===== config.mk =====
export PLATFORM = sky130hd
export DESIGN_NAME = lca_ram
export DESIGN_NICKNAME = d
export VERILOG_FILES = /design/src/rtl/lca_ram.sv
export SDC_FILE = /design/constraint.sdc
export NUM_CORES = 1
export LEC_CHECK = 0
export BUFFER_PORTS_ARGS = -buffer_cell sky130_fd_sc_hd__buf_2
export CORE_MARGIN = 2
export CORE_UTILIZATION = 45
export CTS_BUF_LIST = sky130_fd_sc_hd__clkbuf_4 sky130_fd_sc_hd__clkbuf_8 sky130_fd_sc_hd__clkbuf_16
export DETAILED_ROUTE_END_ITERATION = 8
export GPL_ROUTABILITY_DRIVEN = 0
export HOLD_SLACK_MARGIN = 0.03
export SKIP_CTS_REPAIR_TIMING = 1
export SLEW_MARGIN = 15
export SYNTH_ARGS = -nofsm -noshare
export SYNTH_HDL_FRONTEND = slang
export SYNTH_SLANG_ARGS = --single-unit

===== constraint.sdc =====
create_clock -name clk_i -period 2.5 [get_ports clk_i]
set_input_delay 0.125 -clock clk_i [delete_from_list [all_inputs] [get_ports clk_i]]
set_output_delay 0.125 -clock clk_i [all_outputs]
set_load 0.1 [all_outputs]

===== src/rtl/lca_ram.sv =====
// generic simple dual port ram with registered read
`default_nettype none
module lca_ram #(
  parameter int WIDTH = 8,
  parameter int DEPTH = 16
) (
  input  wire logic                     clk_i,
  input  wire logic                     we_i,
  input  wire logic [$clog2(DEPTH)-1:0] waddr_i,
  input  wire logic [WIDTH-1:0]         wdata_i,
  input  wire logic [$clog2(DEPTH)-1:0] raddr_i,
  output logic      [WIDTH-1:0]         rdata_o
);

  logic [WIDTH-1:0] mem_q [DEPTH];

  always_ff @(posedge clk_i) begin
    if (we_i) begin
      mem_q[waddr_i] <= wdata_i;
    end
    rdata_o <= mem_q[raddr_i];
  end

endmodule
`default_nettype wire


==> reports/qor.yml, run 1 <==
placement:
  dpl.cell_count: 404
  place.detailed.hpwl_mm: 6.43
  io_buffers: 25
clocking:
  insertion_delay_ns: 0.41
  numCtsBuffers: 17
  tritoncts: "yes"
  clkTransAtPathRegs_ns: 0.05
  htree_levels: 4
  cts_sinks: 136
  cts_buffer_depth: 2
  root_buffer: "clkbuf_16"
timing:
  setup_tns_ns: 0
  period_share_pct: 57.6
  fin_crit_ns: 1.44
  slew_headroom_pct: 39.7
  finalSetupViolations: 0
  rsz0062_at_grt: "no"
  drv_slew: 0
  tightest_slew_ns: 0.901
  max_freq_mhz: 695
  final_hold_viol_count: 0
  clock-skew-final_ns: 0.00851
min_path:
  hold_class: "primary input to register"
pwr:
  peakVddDrop_v: 0.000469
  power_density_mw_per_mm2: 857
  power_mw: 5.20
  p_leak_nw: 2.07
finish:
  multiInputGateArea_mm2: 0.00106
  insertedDiodeCount: 0
  fin_cells: 436
  drive_above_1_share_pct: 31.7
  fill_cells: 868
  syn2layout_area_growth_pct: 17.9
  nets: 298
  seq_area_mm2: 0.00400
global_route:
  antenna_found_initial: 0
  grt_pass1_wl_mm: 14.7
  grt_usage_pct: 16.9
  first_global_vias: 2370
  grt-ovfl-total: 0
  grt_max_degree: 25
routing:
  wl_mm: 9.85
  vias_per_cell: 5.55
  num_vias: 2418
  routedWlPerCell_um: 22.6
  drc_errors: 0
  ant_nets: 0
  drt-initial-drc-count: 186
  drt-pass1-iter-count: 4
worst_setup_path:
  crit_arrival_ns: 1.47
  crit_family: "simple AND/OR/NAND/NOR gates"
  slowest_delay_ns: 0.71
  crit_type: "primary input to register"
  worstSetupStartpointType: "primary input"
  cp.required_ns: 2.53
  r2r_slack_ns: 1.13
  setup.worst_path.end_class: "register"
  slowest_stage: "nor2_1"
  crit_fanout: 8
  crit_path_cell_trace: "buf_2 -> or3b_2 -> nor2_1"
  crit_buf_inv: 1
floorplanning:
  initial_utilization_pct: 45.7
  fp.dieH_um: 111
  die_w_um: 111
  ios: 26
  rows: 39
  core_area_mm2: 0.0113
  die_area_mm2: 0.0123
logic_synthesis:
  ys_seq_area_share_pct: 77.8
  ys_types: 19
  synth.avg_cell_area_um2: 22.5
  ys_warn_count: 0
  syn_nets: 247
  synth_cells: 229
  synth_area_mm2: 0.00515
  ys_ff_latch: 136
run_status:
  status: "finished, final reports clean"
flow_run:
  maxCapViolCount: 0
[through the flow]
step	worst slack, ns	hold WS [ns]	util [%]	cell area (µm²)
2_1_floorplan	0.882	0.224	-	5150
5_1_grt	0.994	0.103	53.8	6070
3_5_place_dp	0.623	0.530	48.8	5510
3_3_place_gp	0.679	0.513	48.8	5510
4_1_cts	1.06	0.0946	53.8	6070
6_report	1.06	0.103	53.8	6070
[worst paths after layout]
path,from,end,depth (start not counted)
worst max-delay path,waddr_i[2],mem_q[2][1]$_DFFE_PP_,3
worst min-delay path,wdata_i[0],mem_q[2][0]$_DFFE_PP_,1
worst max register to register,mem_q[8][1]$_DFFE_PP_,rdata_o[1]$_DFF_P_,3
worst min register to register,mem_q[14][6]$_DFFE_PP_,rdata_o[6]$_DFF_P_,3
[layout by cell type (no fill, tap or decap), drive strengths merged]
| master | count |
|---|---|
| edfxtp | 128 |
| buf | 42 |
| mux4 | 32 |
| clkbuf | 29 |
| a22oi | 16 |
| nor2 | 13 |
| nand2 | 9 |
| dfxtp | 8 |
| nor3 | 4 |
| nand3b | 2 |
| nand2b | 2 |
| clkinv | 2 |
| nor2b | 1 |
| and2 | 1 |
| and2b | 1 |
| nand3 | 1 |
| or3b | 1 |
| clkinvlp | 1 |
[cell usage after synthesis]
library cell | number | area [µm²]
mux4_2 | 18 | 405
and2_1 | 1 | 6.26
or3b_2 | 1 | 8.76
clkdlybuf4s25_2 | 3 | 30.0
edfxtp_1 | 128 | 3840
nand2_1 | 9 | 33.8
dfxtp_1 | 8 | 160
nor3_1 | 4 | 20.0
buf_6 | 3 | 33.8
nand3_1 | 1 | 5.00
buf_4 | 1 | 7.51
nand2b_1 | 2 | 12.5
nor2b_1 | 1 | 6.26
nand3b_1 | 2 | 15.0
and2b_1 | 1 | 7.51
buf_2 | 3 | 15.0
nor2_1 | 13 | 48.8
a22oi_1 | 16 | 120
mux4_1 | 14 | 368
[registers in the layout, summed over array words and instances (netlist names)]
signal   count
mem_q      128
rdata_o      8
[per-layer routing]
metal  global-route usage (%)  part of all wire (%)  vias up
li1                         -                     -     1077
met1                     24.0                    45     1249
met2                     25.4                    49       81
met3                     4.54                   5.0       11
met4                     6.42                   1.2        0
met5                        0                     0        -
[report_power, final]
part / switching [mW] / internal [mW] / total, mW
clock network: 0.821 / 1.47 / 2.29
registers: 0.0194 / 2.55 / 2.57
logic: 0.240 / 0.0994 / 0.340
[layout make-up]
class	count	area share (%)
Clock buffer	29	9.01
Clock inverter	3	0.289
Multi-Input combinational cell	83	17.4
Sequential cell	136	66.0
Tap cell	143	2.95
Timing Repair Buffer	42	4.37
[kinds of logic (layout without fill, tap and decap cells)]
logic type	Yosys count	in the layout	synth area share [%]
muxes	32	32	15.0
AOI/OAI and AO/OA	16	16	2.33
buffers and inverters	10	74	1.68
and+or+nand+nor	35	35	3.18
DFF	136	136	77.8
[worst reg2reg max path, delay by kind of cell, from the launching register on]
kind               cells  cell delay, ns
AOI/OAI and AO/OA      1            0.31
DFF                    1            0.35
muxes                  1            0.50
and+or+nand+nor        1            0.08
Note: power is estimated with default switching activity, not from simulation.
==> run 2, diff against run 1 <==
Clock period 2.5 ns to 1.2 ns, I/O delays scaled along.
==> run 2 against run 1 <==
The run now ends with negative setup slack left. Final cell count is 4.4% higher. Die area stayed put. Sequential power is 110% higher. Critical endpoint is now rdata_o[3]$_DFF_P_. Largest cell class unchanged.
==> reports/qor.yml, run 2 (synthesis results as in run 1) <==
finish:
  fill_cells: 863  # -0.58%
  multiInputGateArea_mm2: 0.00109  # +2.8%
  largest_reg_flops: 128  # unchanged
  finalInstanceArea_mm2: 0.00632  # +4.2%
  max_flop_register: "mem_q"
  seq_area_mm2: 0.00400  # unchanged
  drive_above_1_share_pct: 41.7  # +9.9 points
  syn2layout_area_growth_pct: 22.8
  nets: 317  # +6.4%
  insertedDiodeCount: 0  # unchanged
  final_cell_mix: "edfxtp_1 (128), buf_4 (34), mux4_2 (26), clkbuf_16 (17), buf_2 (17)"
  fin_cells: 455  # +4.4%
  final_common_cell: "edfxtp_1"
  reg_top3: "mem_q x128, rdata_o x8"
clocking:
  root_buffer: "clkbuf_16"
  clkTransAtPathRegs_ns: 0.06  # about the same
  tritoncts: "yes"
  cts_buffer_depth: 2  # unchanged
  insertion_delay_ns: 0.40  # about the same
  numCtsBuffers: 17  # unchanged
  cts_sinks: 136  # unchanged
  htree_levels: 4  # unchanged
routing:
  wl_mm: 10.2  # +4.0%
  wl_met1_mm: 4.55  # +3.5%
  drt-initial-drc-count: 171  # -8.1%
  num_vias: 2480  # +2.6%
  ant_nets: 0  # unchanged
  vias_per_cell: 5.45  # -1.7%
  maxUsedRoutingLayer: "met4"
  drc_errors: 0  # unchanged
  drt-pass1-iter-count: 6  # +2
  wl_met2_mm: 5.10  # +5.5%
  routedWlPerCell_um: 22.5  # -0.39%
  wl_met3_um: 519  # +5.7%
floorplanning:
  initial_utilization_pct: 45.7  # unchanged
  core_area_mm2: 0.0113  # unchanged
  fp.dieH_um: 111  # unchanged
  die_w_um: 111  # unchanged
  die_area_mm2: 0.0123  # unchanged
  ios: 26  # unchanged
  rows: 39  # unchanged
timing:
  tightest_slew_ns: 1.04  # +0.137 ns
  finalSetupViolations: 8  # +8
  fin_crit_ns: 1.31
  finalWorstSetupSlack_ns: -0.111  # -1.17 ns
  max_freq_mhz: 763
  period_share_pct: 109
  drv_slew: 0  # unchanged
  slew_headroom_pct: 30.6  # -9.1 points
  clock-skew-final_ns: 0.00464  # -0.00387 ns
  rsz0062_at_grt: "yes"
  final_hold_viol_count: 0  # unchanged
worst_setup_path:
  setup.worst_path.end_class: "register"
  worstSetupStartpointType: "register"
  cp.required_ns: 1.49  # -1.04 ns
  slowest_stage: "mux4_2"
  crit_arrival_ns: 1.60  # +0.13 ns
  slowest_delay_ns: 0.48  # -0.23 ns
  worstRegToRegCells: 3  # unchanged
  crit_type: "register to register"
  crit_path_cell_trace: "mux4_2 -> a22oi_2 -> nand2_1"
  crit_fanout: 1  # -7
global_route:
  antenna_found_initial: 0  # unchanged
  grt-ovfl-total: 0  # unchanged
  grt_max_degree: 17  # -32%
  grt_usage_pct: 18.0  # +1.1 points
  grt_pass1_wl_mm: 15.6  # +6.2%
  first_global_vias: 2624  # +11%
pwr:
  power_density_mw_per_mm2: 1800  # +110%
  peakVddDrop_v: 0.000813  # +73%
  p_leak_nw: 2.17  # +4.5%
run_status:
  violations: "negative setup slack"
  status: "finished with violations"
placement:
  dpl.cell_count: 421  # +4.2%
  dp_slack_ns: -0.316  # -0.939 ns
  io_buffers: 25  # unchanged
  place.detailed.hpwl_mm: 6.58  # +2.3%
  postPlaceCellArea_mm2: 0.00566  # +2.8%
min_path:
  hold_class: "primary input to register"
  whs_path_depth: 1  # unchanged
flow_run:
  maxCapViolCount: 0  # unchanged
run 2: cell count changes in the layout (fill, tap and decap cells not counted), sizes merged:
cell	delta
clkinvlp	+1
clkinv	+2
buf	+11
dlygate4sd3	+2
bufinv	+3
run 2: area by class of cell:
class                           instances  area share (%)
Tap cell                              143            2.83
Timing Repair Buffer                   61            7.04
Multi-Input combinational cell         83            17.2
Sequential cell                       136            63.3
Clock inverter                          9            1.98
Clock buffer                           23            7.64
run 2: path summary, 6_finish.rpt:
path                           from                    end  slack, ns
max           mem_q[1][3]$_DFFE_PP_     rdata_o[3]$_DFF_P_      -0.11
min                      wdata_i[5]  mem_q[4][5]$_DFFE_PP_       0.05
max reg2reg   mem_q[1][3]$_DFFE_PP_     rdata_o[3]$_DFF_P_      -0.11
min reg2reg  mem_q[12][4]$_DFFE_PP_     rdata_o[4]$_DFF_P_       0.67
run 2: per-layer routing:
| metal | GRT usage [%] | vias to the layer above |
|---|---|---|
| li1 | - | 1104 |
| met1 | 24.6 | 1294 |
| met2 | 27.6 | 78 |
| met3 | 5.47 | 4 |
| met4 | 6.50 | 0 |
| met5 | 0 | - |
run 2: through the flow:
stage / hold slack (ns) / setup TNS [ns] / power, mW / util [%]
after floorplan: 0.159 / -3.90 / 5.94 / -
final: 0.0466 / -0.507 / 11.4 / 56.1
after global routing: 0.0310 / -0.870 / 11.7 / 56.1
after global placement: 0.444 / -5.62 / 6.18 / 50.2
after CTS: 0.0140 / -1.61 / 11.4 / 55.6
after detailed placement: 0.459 / -6.57 / 6.19 / 50.2
run 2: power by group:
group,switching [mW],internal [mW],total [mW]
Clock,1.80,3.45,5.25
Sequential,0.0356,5.31,5.35
Combinational,0.521,0.264,0.785
Total,2.35,9.03,11.4
run 2: worst max-delay path: cells and delay by family (launching register included):
kind | cells | cell delay [ns]
AO/OA/AOI/OAI | 1 | 0.24
multiplexers | 1 | 0.48
AND/OR/NAND/NOR | 1 | 0.07
flip-flops | 1 | 0.41
==> run 3, diff against run 2 <==
Settings changed: REMOVE_ABC_BUFFERS from default to 1, TNS_END_PERCENT from default to 20.
Clock period 1.2 ns to 1.4 ns, I/O delays scaled along.
==> run 3 against run 2 <==
The flow now finishes without violations. Setup slack improved by 0.17 ns. Clock skew rose by 0.0041 ns. Core utilization fell by 1.4 points. Critical path type unchanged.
==> reports/qor.yml, run 3 (synthesis results as in run 1) <==
floorplanning:
  die_w_um: 111  # unchanged
  die_area_mm2: 0.0123  # unchanged
  fp.dieH_um: 111  # unchanged
  ios: 26  # unchanged
  rows: 39  # unchanged
  core_area_mm2: 0.0113  # unchanged
  initial_utilization_pct: 45.7  # unchanged
finish:
  syn2layout_area_growth_pct: 19.8
  insertedDiodeCount: 0  # unchanged
  finalInstanceArea_mm2: 0.00617  # -2.5%
  max_flop_register: "mem_q"
  nets: 303  # -4.4%
  final_cell_mix: "edfxtp_1 (128), buf_2 (25), mux4_2 (18), buf_4 (18), clkbuf_16 (17)"
  drive_above_1_share_pct: 32.9  # -8.8 points
  reg_top3: "mem_q x128, rdata_o x8"
  largest_reg_flops: 128  # unchanged
  final_common_cell: "edfxtp_1"
  utilization_pct: 54.7  # -1.4 points
flow_run:
  maxCapViolCount: 0  # unchanged
timing:
  period_share_pct: 96.1  # -13 points
  drv_slew: 0  # unchanged
  fin_crit_ns: 1.35  # +0.0341 ns
  tightest_slew_ns: 0.726  # -0.312 ns
  finalSetupViolations: 0  # -8
  max_freq_mhz: 743  # -2.5%
  slew_headroom_pct: 51.5  # +21 points
  setup_tns_ns: 0  # +0.507 ns
  final_hold_viol_count: 0  # unchanged
  rsz0062_at_grt: "no"
  clock-skew-final_ns: 0.00874  # +0.00410 ns
placement:
  place.detailed.hpwl_mm: 6.18  # -6.0%
  postPlaceCellArea_mm2: 0.00558  # -1.4%
  io_buffers: 25  # unchanged
routing:
  drt-initial-drc-count: 164  # -4.1%
  routedWlPerCell_um: 21.4  # -4.9%
  num_vias: 2418  # -2.5%
  ant_nets: 0  # unchanged
  wl_mm: 9.44  # -7.8%
  drt-pass1-iter-count: 4  # -2
  vias_per_cell: 5.48  # +0.60%
  drc_errors: 0  # unchanged
worst_setup_path:
  cp.required_ns: 1.68  # +0.19 ns
  crit_type: "register to register"
  r2r-start: "mem_q[10][2]$_DFFE_PP_"
  setup.worst_path.end_class: "register"
  worstSetupStartpointType: "register"
  crit_fanout: 1  # unchanged
  crit_arrival_ns: 1.63  # +0.03 ns
  rr_endpoint: "rdata_o[2]$_DFF_P_"
  r2r_slack_ns: 0.05  # +0.17 ns
  worstRegToRegCells: 3  # unchanged
clocking:
  numCtsBuffers: 17  # unchanged
  clkTransAtPathRegs_ns: 0.06  # about the same
  cts_sinks: 136  # unchanged
  cts_buffer_depth: 2  # unchanged
  insertion_delay_ns: 0.41  # about the same
  htree_levels: 4  # unchanged
  tritoncts: "yes"
  root_buffer: "clkbuf_16"
run_status:
  status: "finished, final reports clean"
pwr:
  power_density_mw_per_mm2: 1550  # -14%
  p_leak_nw: 2.11  # -2.9%
  peakVddDrop_v: 0.000826  # +1.7%
global_route:
  grt-ovfl-total: 0  # unchanged
  antenna_found_initial: 0  # unchanged
  first_global_vias: 2631  # +0.27%
  grt_pass1_wl_mm: 14.6  # -6.3%
  grt_usage_pct: 16.4  # -1.6 points
  grt_max_degree: 25  # +8
min_path:
  whs_path_depth: 1  # unchanged
  min_to: "mem_q[13][6]$_DFFE_PP_"
  hold_class: "primary input to register"
  min_from: "wdata_i[6]"
==> run 3: cell type report <==
| class | instances | area, µm² |
|---|---|---|
| clock buffer | 19 | 440 |
| fill | 867 | 5100 |
| tap | 143 | 179 |
| timing repair buffer | 47 | 340 |
| multi-input combinational | 83 | 1060 |
| clock inverter | 13 | 148 |
| sequential | 136 | 4000 |
==> run 3: how the worst max path moves through the flow <==
stage,startpoint,cells past startpoint,slack [ns],to
after CTS,mem_q[10][2]$_DFFE_PP_,3,0.06,rdata_o[2]$_DFF_P_
after global routing,mem_q[10][2]$_DFFE_PP_,3,0.02,rdata_o[2]$_DFF_P_
after floorplan,waddr_i[2],2,-0.16,mem_q[0][0]$_DFFE_PP_
after detailed placement,raddr_i[0],5,-0.09,rdata_o[5]$_DFF_P_
after global placement,raddr_i[0],5,-0.09,rdata_o[5]$_DFF_P_
final,mem_q[10][2]$_DFFE_PP_,3,0.05,rdata_o[2]$_DFF_P_
==> run 3: power by group <==
group	switching (mW)	total, mW	internal [mW]	leakage (nW)
Combinational	0.428	0.624	0.196	0.604
Clock	1.67	4.35	2.68	0.277
Sequential	0.0276	4.58	4.55	1.22
Total	2.12	9.55	7.43	2.11
==> run 3: worst max-delay path, cell delays in order, from the launching register on <==
cell      delay, ns
edfxtp_1       0.38
mux4_1         0.49
a22oi_1        0.27
nand2_1        0.09
==> run 3: metal layers <==
layer / GRT usage (%) / wire length, µm
met1: 21.4 / 4230
met2: 26.5 / 4680
met3: 5.25 / 398
met4: 5.25 / 133
met5: 0 / 0
==> run 3: metrics by stage <==
stage	setup slack [ns]	hold WS (ns)	std cells	power, mW
floorplan	-0.163	0.169	219	5.04
global placement	-0.0943	0.461	409	5.28
detailed placement	-0.0865	0.477	409	5.30
CTS	0.0615	0.0405	441	9.63
global route	0.0234	0.0485	441	9.83
finish	0.0547	0.0489	441	9.55
