<file path="src/rtl/lca_pkg.sv">
// shared types and constants for the lowest common ancestor engine
`default_nettype none
package lca_pkg;

  localparam int MAX_NODES_DEF = 1024;
  localparam int LEVELS_DEF    = 10;

  localparam int FIELD_W = 10;
  localparam int COUNT_W = 11;
  localparam int DIST_W  = 11;

  typedef enum logic [1:0] {
    OP_LOAD  = 2'd0,
    OP_BUILD = 2'd1,
    OP_QUERY = 2'd2,
    OP_NONE  = 2'd3
  } op_e;

  typedef struct packed {
    logic               valid;
    logic [FIELD_W-1:0] ancestor;
    logic [DIST_W-1:0]  distance;
    logic               is_answer;
  } lca_res_t;

endpackage
`default_nettype wire

</file>
<file path="src/rtl/lca_ctrl.sv">
// sequencer for load, table build and query over the ancestor and depth memories
`default_nettype none
module lca_ctrl import lca_pkg::*; #(
  parameter int MAX_NODES = MAX_NODES_DEF,
  parameter int LEVELS    = LEVELS_DEF,
  localparam int NW = $clog2(MAX_NODES),
  localparam int EW = NW + 1,
  localparam int AW = $clog2(LEVELS * MAX_NODES)
) (
  input  wire logic               clk_i,
  input  wire logic               rst_ni,
  input  wire logic               in_valid_i,
  input  wire logic               out_free_i,
  output logic                    in_ready_o,
  input  wire logic [1:0]         operation_i,
  input  wire logic [FIELD_W-1:0] first_node_i,
  input  wire logic [FIELD_W-1:0] second_node_i,
  input  wire logic               has_parent_i,
  input  wire logic [FIELD_W-1:0] node_depth_i,
  input  wire logic [COUNT_W-1:0] node_count_i,
  output logic                    tab_we_o,
  output logic      [AW-1:0]      tab_waddr_o,
  output logic      [EW-1:0]      tab_wdata_o,
  output logic      [AW-1:0]      tab_raddr_o,
  input  wire logic [EW-1:0]      tab_rdata_i,
  output logic                    dep_we_o,
  output logic      [NW-1:0]      dep_waddr_o,
  output logic      [FIELD_W-1:0] dep_wdata_o,
  output logic      [NW-1:0]      dep_raddr_o,
  input  wire logic [FIELD_W-1:0] dep_rdata_i,
  output lca_res_t                res_o
);

  localparam int LW = (LEVELS > 1) ? $clog2(LEVELS) : 1;

  typedef enum logic [15:0] {
    S_IDLE   = 16'h0001,
    S_BRD    = 16'h0002,
    S_BL1    = 16'h0004,
    S_BL2    = 16'h0008,
    S_QDA    = 16'h0010,
    S_QDB    = 16'h0020,
    S_QLIFT  = 16'h0040,
    S_QLIFTW = 16'h0080,
    S_QCMP   = 16'h0100,
    S_QDL    = 16'h0200,
    S_QDLW   = 16'h0400,
    S_QDHW   = 16'h0800,
    S_QTOP   = 16'h1000,
    S_QTOPW  = 16'h2000,
    S_QDT    = 16'h4000,
    S_QDTW   = 16'h8000
  } state_e;

  state_e             state_q, state_d;
  logic [LW-1:0]      k_q, k_d;
  logic [NW-1:0]      i_q, i_d;
  logic [NW:0]        n_q, n_d;
  logic [NW-1:0]      a_q, a_d, b_q, b_d;
  logic [FIELD_W-1:0] da_q, da_d, db_q, db_d, diff_q, diff_d;
  logic [EW-1:0]      lo_q, lo_d, hi_q, hi_d, pl_q, pl_d, top_q, top_d;

  // index modulo MAX_NODES, compare and subtract from the top multiple down
  function automatic logic [NW-1:0] node_of(input logic [FIELD_W-1:0] x);
    logic [31:0] r;
    r = 32'(x);
    for (int j = FIELD_W - 1; j >= 0; j--) begin
      if (r >= (32'(MAX_NODES) << j)) begin
        r = r - (32'(MAX_NODES) << j);
      end
    end
    return r[NW-1:0];
  endfunction

  function automatic logic [AW-1:0] tab_addr(input logic [31:0] k, input logic [NW-1:0] n);
    return AW'(k * 32'(MAX_NODES) + 32'(n));
  endfunction

  function automatic logic [NW-1:0] ent2node(input logic [EW-1:0] e);
    logic [EW-1:0] t;
    t = e - EW'(1);
    return t[NW-1:0];
  endfunction

  assign in_ready_o = (state_q == S_IDLE) && out_free_i;

  always_comb begin
    logic               accept;
    logic               b_adv;
    logic               q_adv;
    logic [FIELD_W-1:0] db;
    logic [EW-1:0]      ph;
    logic [FIELD_W-1:0] dt;
    logic [12:0]        sum;
    logic signed [13:0] sd;
    logic [NW:0]        ncl;

    accept = in_valid_i && in_ready_o;
    b_adv  = 1'b0;
    q_adv  = 1'b0;
    db     = dep_rdata_i;
    ph     = '0;
    dt     = '0;
    sum    = '0;
    sd     = '0;
    ncl    = (32'(node_count_i) > MAX_NODES) ? (NW+1)'(MAX_NODES) : (NW+1)'(node_count_i);

    state_d = state_q;
    k_d = k_q; i_d = i_q; n_d = n_q; a_d = a_q; b_d = b_q;
    da_d = da_q; db_d = db_q; diff_d = diff_q;
    lo_d = lo_q; hi_d = hi_q; pl_d = pl_q; top_d = top_q;

    tab_we_o = 1'b0; tab_waddr_o = '0; tab_wdata_o = '0; tab_raddr_o = '0;
    dep_we_o = 1'b0; dep_waddr_o = '0; dep_wdata_o = '0; dep_raddr_o = '0;
    res_o = '0;

    unique case (state_q)
      S_IDLE: begin
        dep_raddr_o = node_of(first_node_i);
        if (accept) begin
          unique case (op_e'(operation_i))
            OP_LOAD: begin
              tab_we_o    = 1'b1;
              tab_waddr_o = tab_addr(32'd0, node_of(first_node_i));
              tab_wdata_o = has_parent_i ? EW'(node_of(second_node_i)) + EW'(1) : '0;
              dep_we_o    = 1'b1;
              dep_waddr_o = node_of(first_node_i);
              dep_wdata_o = node_depth_i;
              res_o.valid = 1'b1;
            end
            OP_BUILD: begin
              n_d = ncl;
              k_d = '0;
              i_d = '0;
              if (ncl == '0 || LEVELS < 2) begin
                res_o.valid = 1'b1;
              end else begin
                state_d = S_BRD;
              end
            end
            OP_QUERY: begin
              a_d = node_of(first_node_i);
              b_d = node_of(second_node_i);
              state_d = S_QDA;
            end
            OP_NONE: begin
              res_o.valid = 1'b1;
            end
          endcase
        end
      end
      S_BRD: begin
        tab_raddr_o = tab_addr(32'(k_q), i_q);
        state_d = S_BL1;
      end
      S_BL1: begin
        if (tab_rdata_i == '0) begin
          tab_we_o    = 1'b1;
          tab_waddr_o = tab_addr(32'(k_q) + 32'd1, i_q);
          tab_wdata_o = '0;
          b_adv = 1'b1;
        end else begin
          tab_raddr_o = tab_addr(32'(k_q), ent2node(tab_rdata_i));
          state_d = S_BL2;
        end
      end
      S_BL2: begin
        tab_we_o    = 1'b1;
        tab_waddr_o = tab_addr(32'(k_q) + 32'd1, i_q);
        tab_wdata_o = tab_rdata_i;
        b_adv = 1'b1;
      end
      S_QDA: begin
        da_d = dep_rdata_i;
        dep_raddr_o = b_q;
        state_d = S_QDB;
      end
      S_QDB: begin
        db_d = db;
        k_d  = '0;
        // the deeper node goes to hi and gets lifted
        if (da_q > db) begin
          lo_d = EW'(b_q) + EW'(1);
          hi_d = EW'(a_q) + EW'(1);
          diff_d = da_q - db;
        end else begin
          lo_d = EW'(a_q) + EW'(1);
          hi_d = EW'(b_q) + EW'(1);
          diff_d = db - da_q;
        end
        state_d = S_QLIFT;
      end
      S_QLIFT: begin
        if (diff_q[0] && hi_q != '0) begin
          tab_raddr_o = tab_addr(32'(k_q), ent2node(hi_q));
          state_d = S_QLIFTW;
        end else begin
          q_adv = 1'b1;
        end
      end
      S_QLIFTW: begin
        hi_d = tab_rdata_i;
        q_adv = 1'b1;
      end
      S_QCMP: begin
        if (lo_q == hi_q) begin
          top_d = lo_q;
          state_d = S_QDT;
        end else begin
          k_d = LW'(LEVELS - 1);
          state_d = S_QDL;
        end
      end
      S_QDL: begin
        tab_raddr_o = tab_addr(32'(k_q), ent2node(lo_q));
        state_d = S_QDLW;
      end
      S_QDLW: begin
        pl_d = (lo_q != '0) ? tab_rdata_i : '0;
        tab_raddr_o = tab_addr(32'(k_q), ent2node(hi_q));
        state_d = S_QDHW;
      end
      S_QDHW: begin
        ph = (hi_q != '0) ? tab_rdata_i : '0;
        if (pl_q != ph) begin
          lo_d = pl_q;
          hi_d = ph;
        end
        if (k_q == '0) begin
          state_d = S_QTOP;
        end else begin
          k_d = k_q - LW'(1);
          state_d = S_QDL;
        end
      end
      S_QTOP: begin
        tab_raddr_o = tab_addr(32'd0, ent2node(lo_q));
        state_d = S_QTOPW;
      end
      S_QTOPW: begin
        top_d = (lo_q != '0) ? tab_rdata_i : '0;
        state_d = S_QDT;
      end
      S_QDT: begin
        dep_raddr_o = ent2node(top_q);
        state_d = S_QDTW;
      end
      S_QDTW: begin
        dt  = (top_q != '0) ? dep_rdata_i : '0;
        sum = 13'(da_q) + 13'(db_q);
        sd  = $signed({1'b0, sum}) - $signed(14'({dt, 1'b0}));
        res_o.valid     = 1'b1;
        res_o.is_answer = 1'b1;
        res_o.ancestor  = (top_q == '0) ? '0 : FIELD_W'(32'(ent2node(top_q)));
        if (sd < 0) begin
          res_o.distance = '0;
        end else if (sd > 14'sd2047) begin
          res_o.distance = '1;
        end else begin
          res_o.distance = sd[DIST_W-1:0];
        end
        state_d = S_IDLE;
      end
      default: state_d = S_IDLE;
    endcase

    // next node of the build sweep, then next level
    if (b_adv) begin
      if ({1'b0, i_q} == n_q - (NW+1)'(1)) begin
        i_d = '0;
        if (32'(k_q) == LEVELS - 2) begin
          res_o.valid = 1'b1;
          state_d = S_IDLE;
        end else begin
          k_d = k_q + LW'(1);
          state_d = S_BRD;
        end
      end else begin
        i_d = i_q + NW'(1);
        state_d = S_BRD;
      end
    end

    if (q_adv) begin
      diff_d = diff_q >> 1;
      if (32'(k_q) == LEVELS - 1) begin
        state_d = S_QCMP;
      end else begin
        k_d = k_q + LW'(1);
        state_d = S_QLIFT;
      end
    end
  end

  always_ff @(posedge clk_i or negedge rst_ni) begin
    if (!rst_ni) begin
      state_q <= S_IDLE;
    end else begin
      state_q <= state_d;
    end
  end

  always_ff @(posedge clk_i) begin
    k_q <= k_d; i_q <= i_d; n_q <= n_d; a_q <= a_d; b_q <= b_d;
    da_q <= da_d; db_q <= db_d; diff_q <= diff_d;
    lo_q <= lo_d; hi_q <= hi_d; pl_q <= pl_d; top_q <= top_d;
  end

endmodule
`default_nettype wire

</file>
<file path="config.mk">
export PLATFORM = sky130hd
export DESIGN_NAME = lca_ctrl
export DESIGN_NICKNAME = d
export VERILOG_FILES = /design/src/rtl/lca_pkg.sv /design/src/rtl/lca_ctrl.sv
export SDC_FILE = /design/constraint.sdc
export NUM_CORES = 1
export LEC_CHECK = 0
export ABC_AREA = 1
export BUFFER_PORTS_ARGS = -buffer_cell sky130_fd_sc_hd__buf_2
export CELL_PAD_IN_SITES_DETAIL_PLACEMENT = 1
export CELL_PAD_IN_SITES_GLOBAL_PLACEMENT = 2
export CORE_MARGIN = 2
export CORE_UTILIZATION = 34
export CTS_CLUSTER_SIZE = 30
export DETAILED_ROUTE_END_ITERATION = 8
export PLACE_DENSITY = 0.86
export SLEW_MARGIN = 20
export SYNTH_ARGS = -nofsm -noshare
export SYNTH_HDL_FRONTEND = slang
export SYNTH_SLANG_ARGS = --single-unit
export TNS_END_PERCENT = 1
</file>
<file path="constraint.sdc">
create_clock -name clk_i -period 3.18 [get_ports clk_i]
set_input_delay 0.159 -clock clk_i [delete_from_list [all_inputs] [get_ports clk_i]]
set_output_delay 0.159 -clock clk_i [all_outputs]
set_load 0.05 [all_outputs]
</file>
==> results of run 1 <==
[metrics by stage]
stage          area (µm²)  utilization (%)  worst slack [ns]
3_5_place_dp        12300             40.1            -0.239
5_1_grt             13500             43.9            -0.919
2_1_floorplan       10800                -           -0.0675
4_1_cts             13400             43.6            -0.605
6_report            13500             43.9            -0.588
3_3_place_gp        12300             40.1            -0.107
[worst reg2reg max path: stages (launching register included)]
cell,delay [ns]
edfxtp_1,0.46
inv_1,0.13
ha_1,0.17
inv_1,0.04
nor2_1,0.14
nand2_2,0.13
nor2_4,0.16
nand2_2,0.13
buf_4,0.22
nand2_1,0.09
o2bb2ai_1,0.06
a21oi_1,0.15
nand2_1,0.07
nor2_1,0.20
a21oi_1,0.10
buf_4,0.20
[synth_stat cells, types with 4 or more instances]
cell and n:
or2_2 6, a21o_1 4, nand3_1 86, nand2_1 244
nand2_4 4, buf_2 14, a31oi_1 9, ha_1 46
nand4_1 26, inv_1 219, o221ai_1 10, nor4_1 5
a21oi_1 46, dfrtp_1 15, edfxtp_1 114, nor2_1 168
o2111ai_1 4, dfxtp_1 5, nor3_1 33, nand2_2 10
o211ai_1 4, o22ai_1 26, xor2_1 64, clkbuf_1 8
o22a_1 4, o21ai_0 43, inv_2 16, fa_1 11
o21ai_1 30, xnor2_1 34, o31ai_1 4, nand3b_1 6
nor2_2 22
[per-layer routing]
| metal | up-vias | GRT usage, % | part of all wire [%] |
|---|---|---|---|
| li1 | 5032 | - | - |
| met2 | 322 | 41.4 | 48 |
| met5 | - | 0 | 0 |
| met4 | 0 | 6.18 | 2.0 |
| met3 | 50 | 3.20 | 5.1 |
| met1 | 5115 | 32.2 | 45 |
[worst paths after layout]
check                            startpoint     endpoint  slack (ns)  cells past startpoint
min reg2reg                       diff_q[2]    diff_q[1]        0.53                      2
max reg2reg                         hi_q[0]      lo_q[8]        0.48                     15
max                                top_q[5]     res_o[4]       -0.59                     18
min                        second_node_i[8]       b_q[8]        0.03                      1
min in group asynchronous            rst_ni  state_q[12]        0.22                      2
max in group asynchronous            rst_ni   state_q[0]        2.63                      2
[where the power goes]
part / internal, mW / switching [mW]
Clock: 1.32 / 0.829
Combinational: 0.436 / 1.14
Sequential: 1.97 / 0.0338
Total: 3.72 / 2.00
[timing repair]
item	in CTS	in global routing
endpoints found under the setup margin	12	21
setup buffers	3	1
cloned	1	0
resized for setup	30	26
hold buffers	31	0
endpoints found under the hold margin	56	0
pin swaps	8	16
[final cells by class]
type	instances	area [µm²]	area share (%)
clock inverters	15	203	1.50
multi-input cells	978	5940	44.0
inverters	239	905	6.70
flip-flops and latches	135	3930	29.1
well taps	396	495	3.67
clock buffers	17	425	3.15
repair buffers	246	1620	12.0
[flip-flops by register name, summed over array words and instances, names as in the netlist]
| name | cells |
|---|---|
| k_q | 4 |
| a_q | 10 |
| lo_q | 11 |
| db_q | 10 |
| top_q | 11 |
| diff_q | 10 |
| state_q | 16 |
| i_q | 10 |
| b_q | 10 |
| n_q | 11 |
| pl_q | 11 |
| da_q | 10 |
| hi_q | 11 |
[cells by family (layout without fill, tap and decap cells)]
kind of cell / count (synthesis) / count (layout) / synth area share, %
AND/OR/NAND/NOR: 623 / 623 / 26.4
AO/OA/AOI/OAI: 199 / 199 / 11.2
adder cells (fa/ha/maj): 57 / 57 / 7.46
XOR/XNOR: 99 / 99 / 8.20
buffers and inverters: 269 / 517 / 9.89
flip-flops: 135 / 135 / 36.8
==> key figures, run 1 <==
Timing
  • Max-slew headroom: 46.0%
  • Worst hold slack: 0.0274 ns
  • Final Max Tran Viols: 0
  • Fin worst setup slack: -0.588 ns
  • Fin crit share: 118%
  • F_max: 0.265 GHz
  • Hold Vio Cnt, Final: 0
  • RSZ-0062 raised after global routing: true
  • Tmin final: approximately 3.8 ns
  • Actual slew at the worst max-slew pin: about 0.8 ns
  • Setup Skew: around 0.016 ns
  • Setup Total Neg Slack: -5.74 ns
  • Final setup viols: 11

Cells and area
  • Final net count: 1743
  • Share of layout cells above drive strength 1: 22.6%
  • Fin cells: 2026
  • Ant diodes: 0
  • Most common cell after layout, fill and taps aside: nand2_1
  • Commonest cells after routing, fill and taps aside: nand2_1, inv_1, nor2_1
  • Area growth from synthesis to layout: 26.7%
  • Fillcell total: 3822

Drt
  • Total length of routed wires: a little under 40000 µm
  • DRC: 0
  • Routed Antenna Nets: 0
  • Drt initial violations: roughly 640
  • Vias per cell: 5.19
  • First drt pass iteration count: 5
  • Routed vias: 10500
  • Wire per inst: 19.4 µm

Worst setup path
  • Slowest-stage cell, CP: fa_1
  • Delay-heaviest family, CP: simple AND/OR/NAND/NOR gates
  • Worst setup EP type: primary output
  • Critical Path Max Stage Delay: 0.48 ns
  • Critical Path Most Common Cell: nor2_1
  • Worst endpoint required time: approximately 3 ns
  • Worst Path Buf+Inv: 6
  • Critical-path maximum fanout: 8
  • Worst path cell trace: nor2_2 -> inv_2 -> nor3_4 -> nand4_1 -> inv_4 -> buf_4 -> nor2_1 -> fa_1 -> inv_1 -> ha_4 -> nand2_1 -> nor2_1 -> nand3_1 -> o2111ai_2 -> nand2_2 -> buf_12 -> nor3b_4 -> buf_6
  • CP Data Arrival Time: 3.61 ns
  • Startpoint Class: flip-flop
  • Setup Crit Path Kind: reg2out

Floorplanning
  • Initial Util: 34.7%
  • Core Area: 30700 µm²
  • IO Count: 164
  • Die width: 181 µm
  • DIE AREA: 32800 µm²
  • Row count: 64
  • Die height: 181 µm

Placement
  • Dpl cells: between 1500 and 2000
  • Final GP Congestion: 0.897
  • I/O Buffers: 163
  • Post-DP HPWL: approximately 32000 µm

Run status
  • Outcome: complete, but fails checks
  • Failing checks: negative setup slack

Clock tree
  • Longest Clk Path Bufs: 2
  • Num CTS Buffers: 17
  • Clock transition at the registers of the reported paths: 0.06 ns
  • CTS tree: yes
  • Clk_lat worst skew: 0.44 ns
  • H-tree depth: 4
  • Root buffer cell: clkbuf_16
  • TritonCTS Sinks: between 100 and 150

Min path
  • Type of the most critical hold path: in2reg

Logic synthesis
  • Post-Synthesis Cells: roughly 1400
  • Post-Synthesis Cell Area: about 11000 µm²
  • Syn_area_per_cell: 7.71 µm²
  • Warnings, synthesis: 0
  • Ranking of synthesized cells by area: edfxtp_1, nand2_1, inv_1, nor2_1, ha_1
  • Post-synth top area share: 32.1%
  • Ys flop type: edfxtp_1
  • Yosys reg bits: between 100 and 150
  • Leading area contributor after synthesis: edfxtp_1
  • Distinct cell type count after synthesis: 57
  • Post-Syn Nets: 1508
  • Async SR Flop Fraction: 11.9%
  • Sequential area share after synthesis: 36.8%
  • Number of synthesized flops with an enable pin: 114

Pwr
  • Worst vdd ir: 0.000309 V
  • Leakage: 6.38 nW
  • Pwr dens: 424 nW/µm²
  • Final Total Pwr: between 5 and 6 mW

GRT
  • Gr ovfl total: 0
  • Total track usage: 24.2%
  • Vias in the first global route: 10700
  • Largest net degree at the start of global routing: 33
  • Global-route wire length before repair: 61400 µm
  • Initial antenna violation count: 0

Flow run
  • Max Cap Violations: 0
No activity file was read; power rests on OpenSTA's default activity.
==> run 2: changes to the inputs <==
==> constraint.sdc (replaced) <==
create_clock -name clk_i -period 3.18 [get_ports clk_i]
set_input_delay 0.795 -clock clk_i [delete_from_list [all_inputs] [get_ports clk_i]]
set_output_delay 0.795 -clock clk_i [all_outputs]
set_load 0.05 [all_outputs]
==> key figures, run 2 (synthesis gave the netlist of run 1 again) <==
Timing
  • Final setup viols: slightly below 70
  • Final Max Tran Viols: 0
  • Max-slew headroom: 55.4%
  • Setup Total Neg Slack: -20.63 ns
  • Actual slew at the worst max-slew pin: ~0.67 ns
  • Worst hold slack: about 0.27 ns
  • Fin worst setup slack: -1.31 ns
  • Setup Skew: 0.0115 ns
  • Tmin final: 4.49 ns
  • Fin crit share: 141%
  • Hold Vio Cnt, Final: 0
  • RSZ-0062 raised after global routing: true
  • F_max: 0.223 GHz

Cells and area
  • Largest register FFs: 16
  • Most flop-heavy register: state_q
  • Area growth from synthesis to layout: 36.8%
  • Ant diodes: 0
  • Most common cell after layout, fill and taps aside: nand2_1
  • Share of layout cells above drive strength 1: a little under a third
  • Commonest cells after routing, fill and taps aside: nand2_1, buf_4, inv_1
  • Final net count: 1825

Worst setup path
  • Critical Path Most Common Cell: buf_6
  • Worst endpoint required time: 2.38 ns
  • Critical-path maximum fanout: 5
  • Worst path cell trace: nor2_2 -> inv_2 -> nor3_4 -> nand4_1 -> buf_6 -> clkinv_8 -> nor2_1 -> fa_1 -> inv_1 -> ha_4 -> buf_4 -> nand2_1 -> a21oi_1 -> a211oi_2 -> nand2_2 -> a31oi_4 -> xor2_2 -> nor2_4 -> buf_6
  • Setup Crit Path Kind: reg2out
  • Startpoint Class: flip-flop
  • Critical Path Max Stage Delay: roughly 0.48 ns
  • Slowest-stage cell, CP: fa_1
  • Worst setup EP type: primary output
  • CP Data Arrival Time: around 3.7 ns

Drt
  • Routed vias: ~11000
  • Vias per cell: 5.18
  • Drt initial violations: 699
  • Total length of routed wires: 42000 µm
  • Wire per inst: 19.9 µm
  • DRC: 0
  • Routed Antenna Nets: 0
  • First drt pass iteration count: 5

Run status
  • Failing checks: negative setup slack
  • Outcome: complete, but fails checks

Pwr
  • Worst vdd ir: 0.000305 V
  • Leakage: between 6 and 7 nW
  • Pwr dens: around 400 nW/µm²

Floorplanning
  • DIE AREA: between 30000 and 40000 µm²
  • Die width: 181 µm
  • IO Count: about 160
  • Row count: 64
  • Die height: roughly 180 µm
  • Initial Util: 34.7%
  • Core Area: 30700 µm²

Clock tree
  • Longest Clk Path Bufs: 2
  • Clock transition at the registers of the reported paths: 0.07 ns
  • H-tree depth: 4
  • TritonCTS Sinks: approximately 140
  • CTS tree: yes
  • Num CTS Buffers: 17
  • Clk_lat worst skew: 0.44 ns
  • Root buffer cell: clkbuf_16

GRT
  • Initial antenna violation count: 0
  • Global-route wire length before repair: ~64000 µm
  • Total track usage: 25.3%
  • Vias in the first global route: 11400
  • Largest net degree at the start of global routing: 35
  • Gr ovfl total: 0

Placement
  • Post-DP HPWL: 33300 µm
  • I/O Buffers: about 160
  • Final GP Congestion: 0.925

Min path
  • Type of the most critical hold path: in2async

Flow run
  • Max Cap Violations: 0
==> run 2: cell types whose count changed in the layout (fill, tap and decap cells not counted), sizes merged <==
cell and delta:
bufinv -2, dlygate4sd3 -31, inv +3, buf +110, clkbuf +2
==> run 2: timing repair <==
action | 4_1_cts | 5_1_grt
pin swaps | 24 | 25
setup endpoints to repair | 93 | 93
buffers inserted | 11 | 6
hold buffers | 0 | 0
gates cloned | 2 | 0
resized for setup | 177 | 56
==> run 2: worst paths after layout <==
kind | end | depth (start not counted) | slack (ns) | startpoint
worst max-delay path | res_o[11] | 19 | -1.31 | top_q[5]
worst min-delay path | state_q[10] | 1 | 0.27 | rst_ni
worst max register to register | lo_q[9] | 14 | 0.44 | hi_q[0]
worst min register to register | diff_q[1] | 2 | 0.55 | diff_q[2]
max in group asynchronous | state_q[0] | 1 | 2.58 | rst_ni
min in group clk_i | diff_q[1] | 2 | 0.55 | diff_q[2]
==> run 2: through the flow <==
stage / power [mW] / cell area [µm²] / setup slack (ns) / util (%) / instances
after CTS: 5.75 / 14300 / -1.16 / 46.7 / 2103
after global routing: 6.02 / 14600 / -1.50 / 47.4 / 2108
final: 5.81 / 14600 / -1.31 / 47.4 / 2108
after floorplan: 3.04 / 10800 / -0.703 / - / 1382
after global placement: 3.58 / 13100 / -0.677 / 42.6 / 2058
after detailed placement: 3.61 / 13100 / -0.875 / 42.6 / 2058
==> run 2: layout make-up <==
type | count | area (µm²)
clock buffers | 17 | 425
clock inverters | 15 | 166
fillers | 3799 | 16200
inverters | 239 | 922
multi-input cells | 978 | 6180
flip-flops and latches | 135 | 3930
well taps | 396 | 495
repair buffers | 327 | 2450
repair inverters | 1 | 8.76
==> run 2: power breakdown <==
group          internal, mW  total, mW  switching (mW)
combinational         0.575       1.77            1.20
clock                  1.17       2.04           0.865
sequential             1.97       2.00          0.0355
==> run 2: worst max-delay path: cells and delay by family (launching register included) <==
kind,cells,cell delay (ns)
compound gates,3,0.52
xor+xnor,1,0.21
fa+ha+maj,2,0.70
buf+inv,6,0.65
flops,1,0.40
simple gates,7,0.76
==> run 2: metal layers <==
metal / wire length (µm) / up-vias / global-route usage (%)
met3: 2060 / 45 / 3.18
met1: 18500 / 5354 / 33.3
met2: 20600 / 317 / 44.1
met4: 802 / 0 / 6.50
li1: - / 5202 / -
met5: 0 / - / 0
==> run 3: changes to the inputs <==
- CORE_UTILIZATION: 34 -> 30
- PLACE_DENSITY: 0.86 -> 0.81
- clock period: 3.18 -> 3.8 ns (I/O delays scaled with it)
==> key figures, run 3 (synthesis gave the netlist of run 1 again) <==
Timing
  • Setup Skew: 0.00952 ns
  • Final Max Tran Viols: 0
  • Worst hold slack: roughly 0.44 ns
  • F_max: approximately 0.22 GHz
  • RSZ-0062 raised after global routing: true
  • Tmin final: 4.49 ns
  • Max-slew headroom: 38.0%
  • Setup Total Neg Slack: -6.87 ns
  • Hold Vio Cnt, Final: 0
  • Fin crit share: 118%
  • Fin worst setup slack: -0.694 ns
  • Actual slew at the worst max-slew pin: 0.919 ns
  • Final setup viols: 11

Drt
  • Total length of routed wires: 38800 µm
  • Drt initial violations: between 500 and 600
  • Routed vias: 10400
  • First drt pass iteration count: 5
  • Wire per inst: approximately 19 µm
  • DRC: 0
  • Vias per cell: 4.95
  • Routed Antenna Nets: 0

Placement
  • Placed cell areas: 12700 µm²
  • Dpl ws: -0.437 ns
  • Post-DP HPWL: 31700 µm
  • Final GP Congestion: 0.911
  • I/O Buffers: 163
  • Dpl cells: slightly above 2000

Clock tree
  • H-tree depth: 4
  • Longest Clk Path Bufs: 2
  • Clk_lat worst skew: approximately 0.43 ns
  • Clock transition at the registers of the reported paths: 0.06 ns
  • CTS tree: yes
  • TritonCTS Sinks: 135
  • Root buffer cell: clkbuf_16
  • Num CTS Buffers: 17

Cells and area
  • Multi-input logic area: 5980 µm²
  • Final net count: 1750
  • Final Instance Area: 13700 µm²
  • Fin cells: 2098
  • Area growth from synthesis to layout: 28.5%
  • Final Core Density: 38.8%
  • Most common cell after layout, fill and taps aside: nand2_1
  • Seq. cell area: 3930 µm²
  • Share of layout cells above drive strength 1: 26.0%
  • Most flop-heavy register: state_q
  • Ant diodes: 0
  • Fillcell total: about 4300
  • Commonest cells after routing, fill and taps aside: nand2_1, inv_1, nor2_1
  • Largest register FFs: 16

Pwr
  • Int Pwr: 3.16 mW
  • Flop pwr share: 34.5%
  • Sw Ratio: between 30% and 40%
  • P_sw: 1.70 mW
  • Worst vdd ir: 0.000281 V
  • Clock share of power: 37.6%
  • Pwr dens: 354 nW/µm²
  • Gate power share: ~28%
  • Leakage: 6.43 nW
  • Final Total Pwr: 4.86 mW

Worst setup path
  • R2R setup slack: 0.91 ns
  • CP Data Arrival Time: 3.54 ns
  • Worst endpoint required time: 2.85 ns
  • Worst setup EP type: primary output
  • Worst r2r dst: lo_q[3]
  • R2R Path Start: hi_q[0]
  • Startpoint Class: flip-flop
  • FF-to-FF path depth: 15
  • Critical-path maximum fanout: 11
  • Setup Crit Path Kind: reg2out

GRT
  • Global-route wire length before repair: 60200 µm
  • Initial antenna violation count: 0
  • Largest net degree at the start of global routing: 33
  • Total track usage: 21.2%
  • Gr ovfl total: 0
  • Vias in the first global route: around 11000

Floorplanning
  • Die height: 193 µm
  • IO Count: between 150 and 200
  • Core Area: 35300 µm²
  • Die width: 193 µm
  • Initial Util: a little under a third
  • Row count: just under 70
  • DIE AREA: roughly 37000 µm²

Run status
  • Outcome: complete, but fails checks
  • Failing checks: negative setup slack

Flow run
  • Max Cap Violations: 0

Min path
  • Type of the most critical hold path: in2async
[run 3: cell types whose count changed in the layout (fill, tap and decap cells not counted), moves of 8 or more]
cell      previous run  this run
buf_2               71       132
clkbuf_4             3        11
buf_4              213        90
nor2_4              15         6
buf_6               37        16
nand2_1            230       238
[run 3: worst max path at each step]
| stage | from | endpoint | slack (ns) |
|---|---|---|---|
| finish | top_q[0] | res_o[4] | -0.69 |
| global route | top_q[6] | res_o[11] | -0.94 |
| CTS | top_q[0] | res_o[11] | -0.70 |
| detailed placement | top_q[1] | res_o[4] | -0.44 |
| global placement | dep_rdata_i[1] | res_o[11] | -0.36 |
| floorplan | dep_rdata_i[6] | res_o[4] | -0.26 |
[run 3: timing repair]
item                       CTS  global route
resized for setup           48            53
pin swaps                   18             8
setup buffers               10             1
hold buffers                 0             0
setup endpoints to repair   18            52
gates cloned                 1             0
[run 3: layer usage]
layer  part of all wire (%)  GRT usage (%)
met3                    3.8           2.73
met4                    1.2           4.49
met1                     46           28.5
met2                     49           36.5
met5                      0              0
[run 3: worst max-delay path, stage by stage (launching register included)]
cell	delay (ns)
edfxtp_1	0.40
inv_2	0.10
ha_4	0.14
inv_2	0.03
nor2_1	0.09
nand4_1	0.10
buf_6	0.16
clkinv_8	0.06
nor2_1	0.04
fa_1	0.47
inv_1	0.04
ha_1	0.28
inv_2	0.05
a21oi_1	0.13
or2_4	0.17
nand3_1	0.09
o2111ai_2	0.07
nand2_1	0.11
buf_12	0.19
nor3b_4	0.19
buf_6	0.18
[run 3: layout make-up]
type	instances	share of cell area [%]
clock inverter	14	1.45
tap	461	4.21
inverter	239	6.70
timing repair inverter	1	0.0639
multi-input combinational	978	43.7
timing repair buffer	252	12.1
clock buffer	18	3.13
sequential	135	28.7
[run 3: power groups by stage]
stage,clock network (mW),logic [mW],registers [mW]
floorplan,0,0.845,1.70
global placement,0,1.28,1.71
detailed placement,0,1.30,1.71
CTS,1.85,1.32,1.67
global route,1.91,1.47,1.68
finish,1.83,1.35,1.67
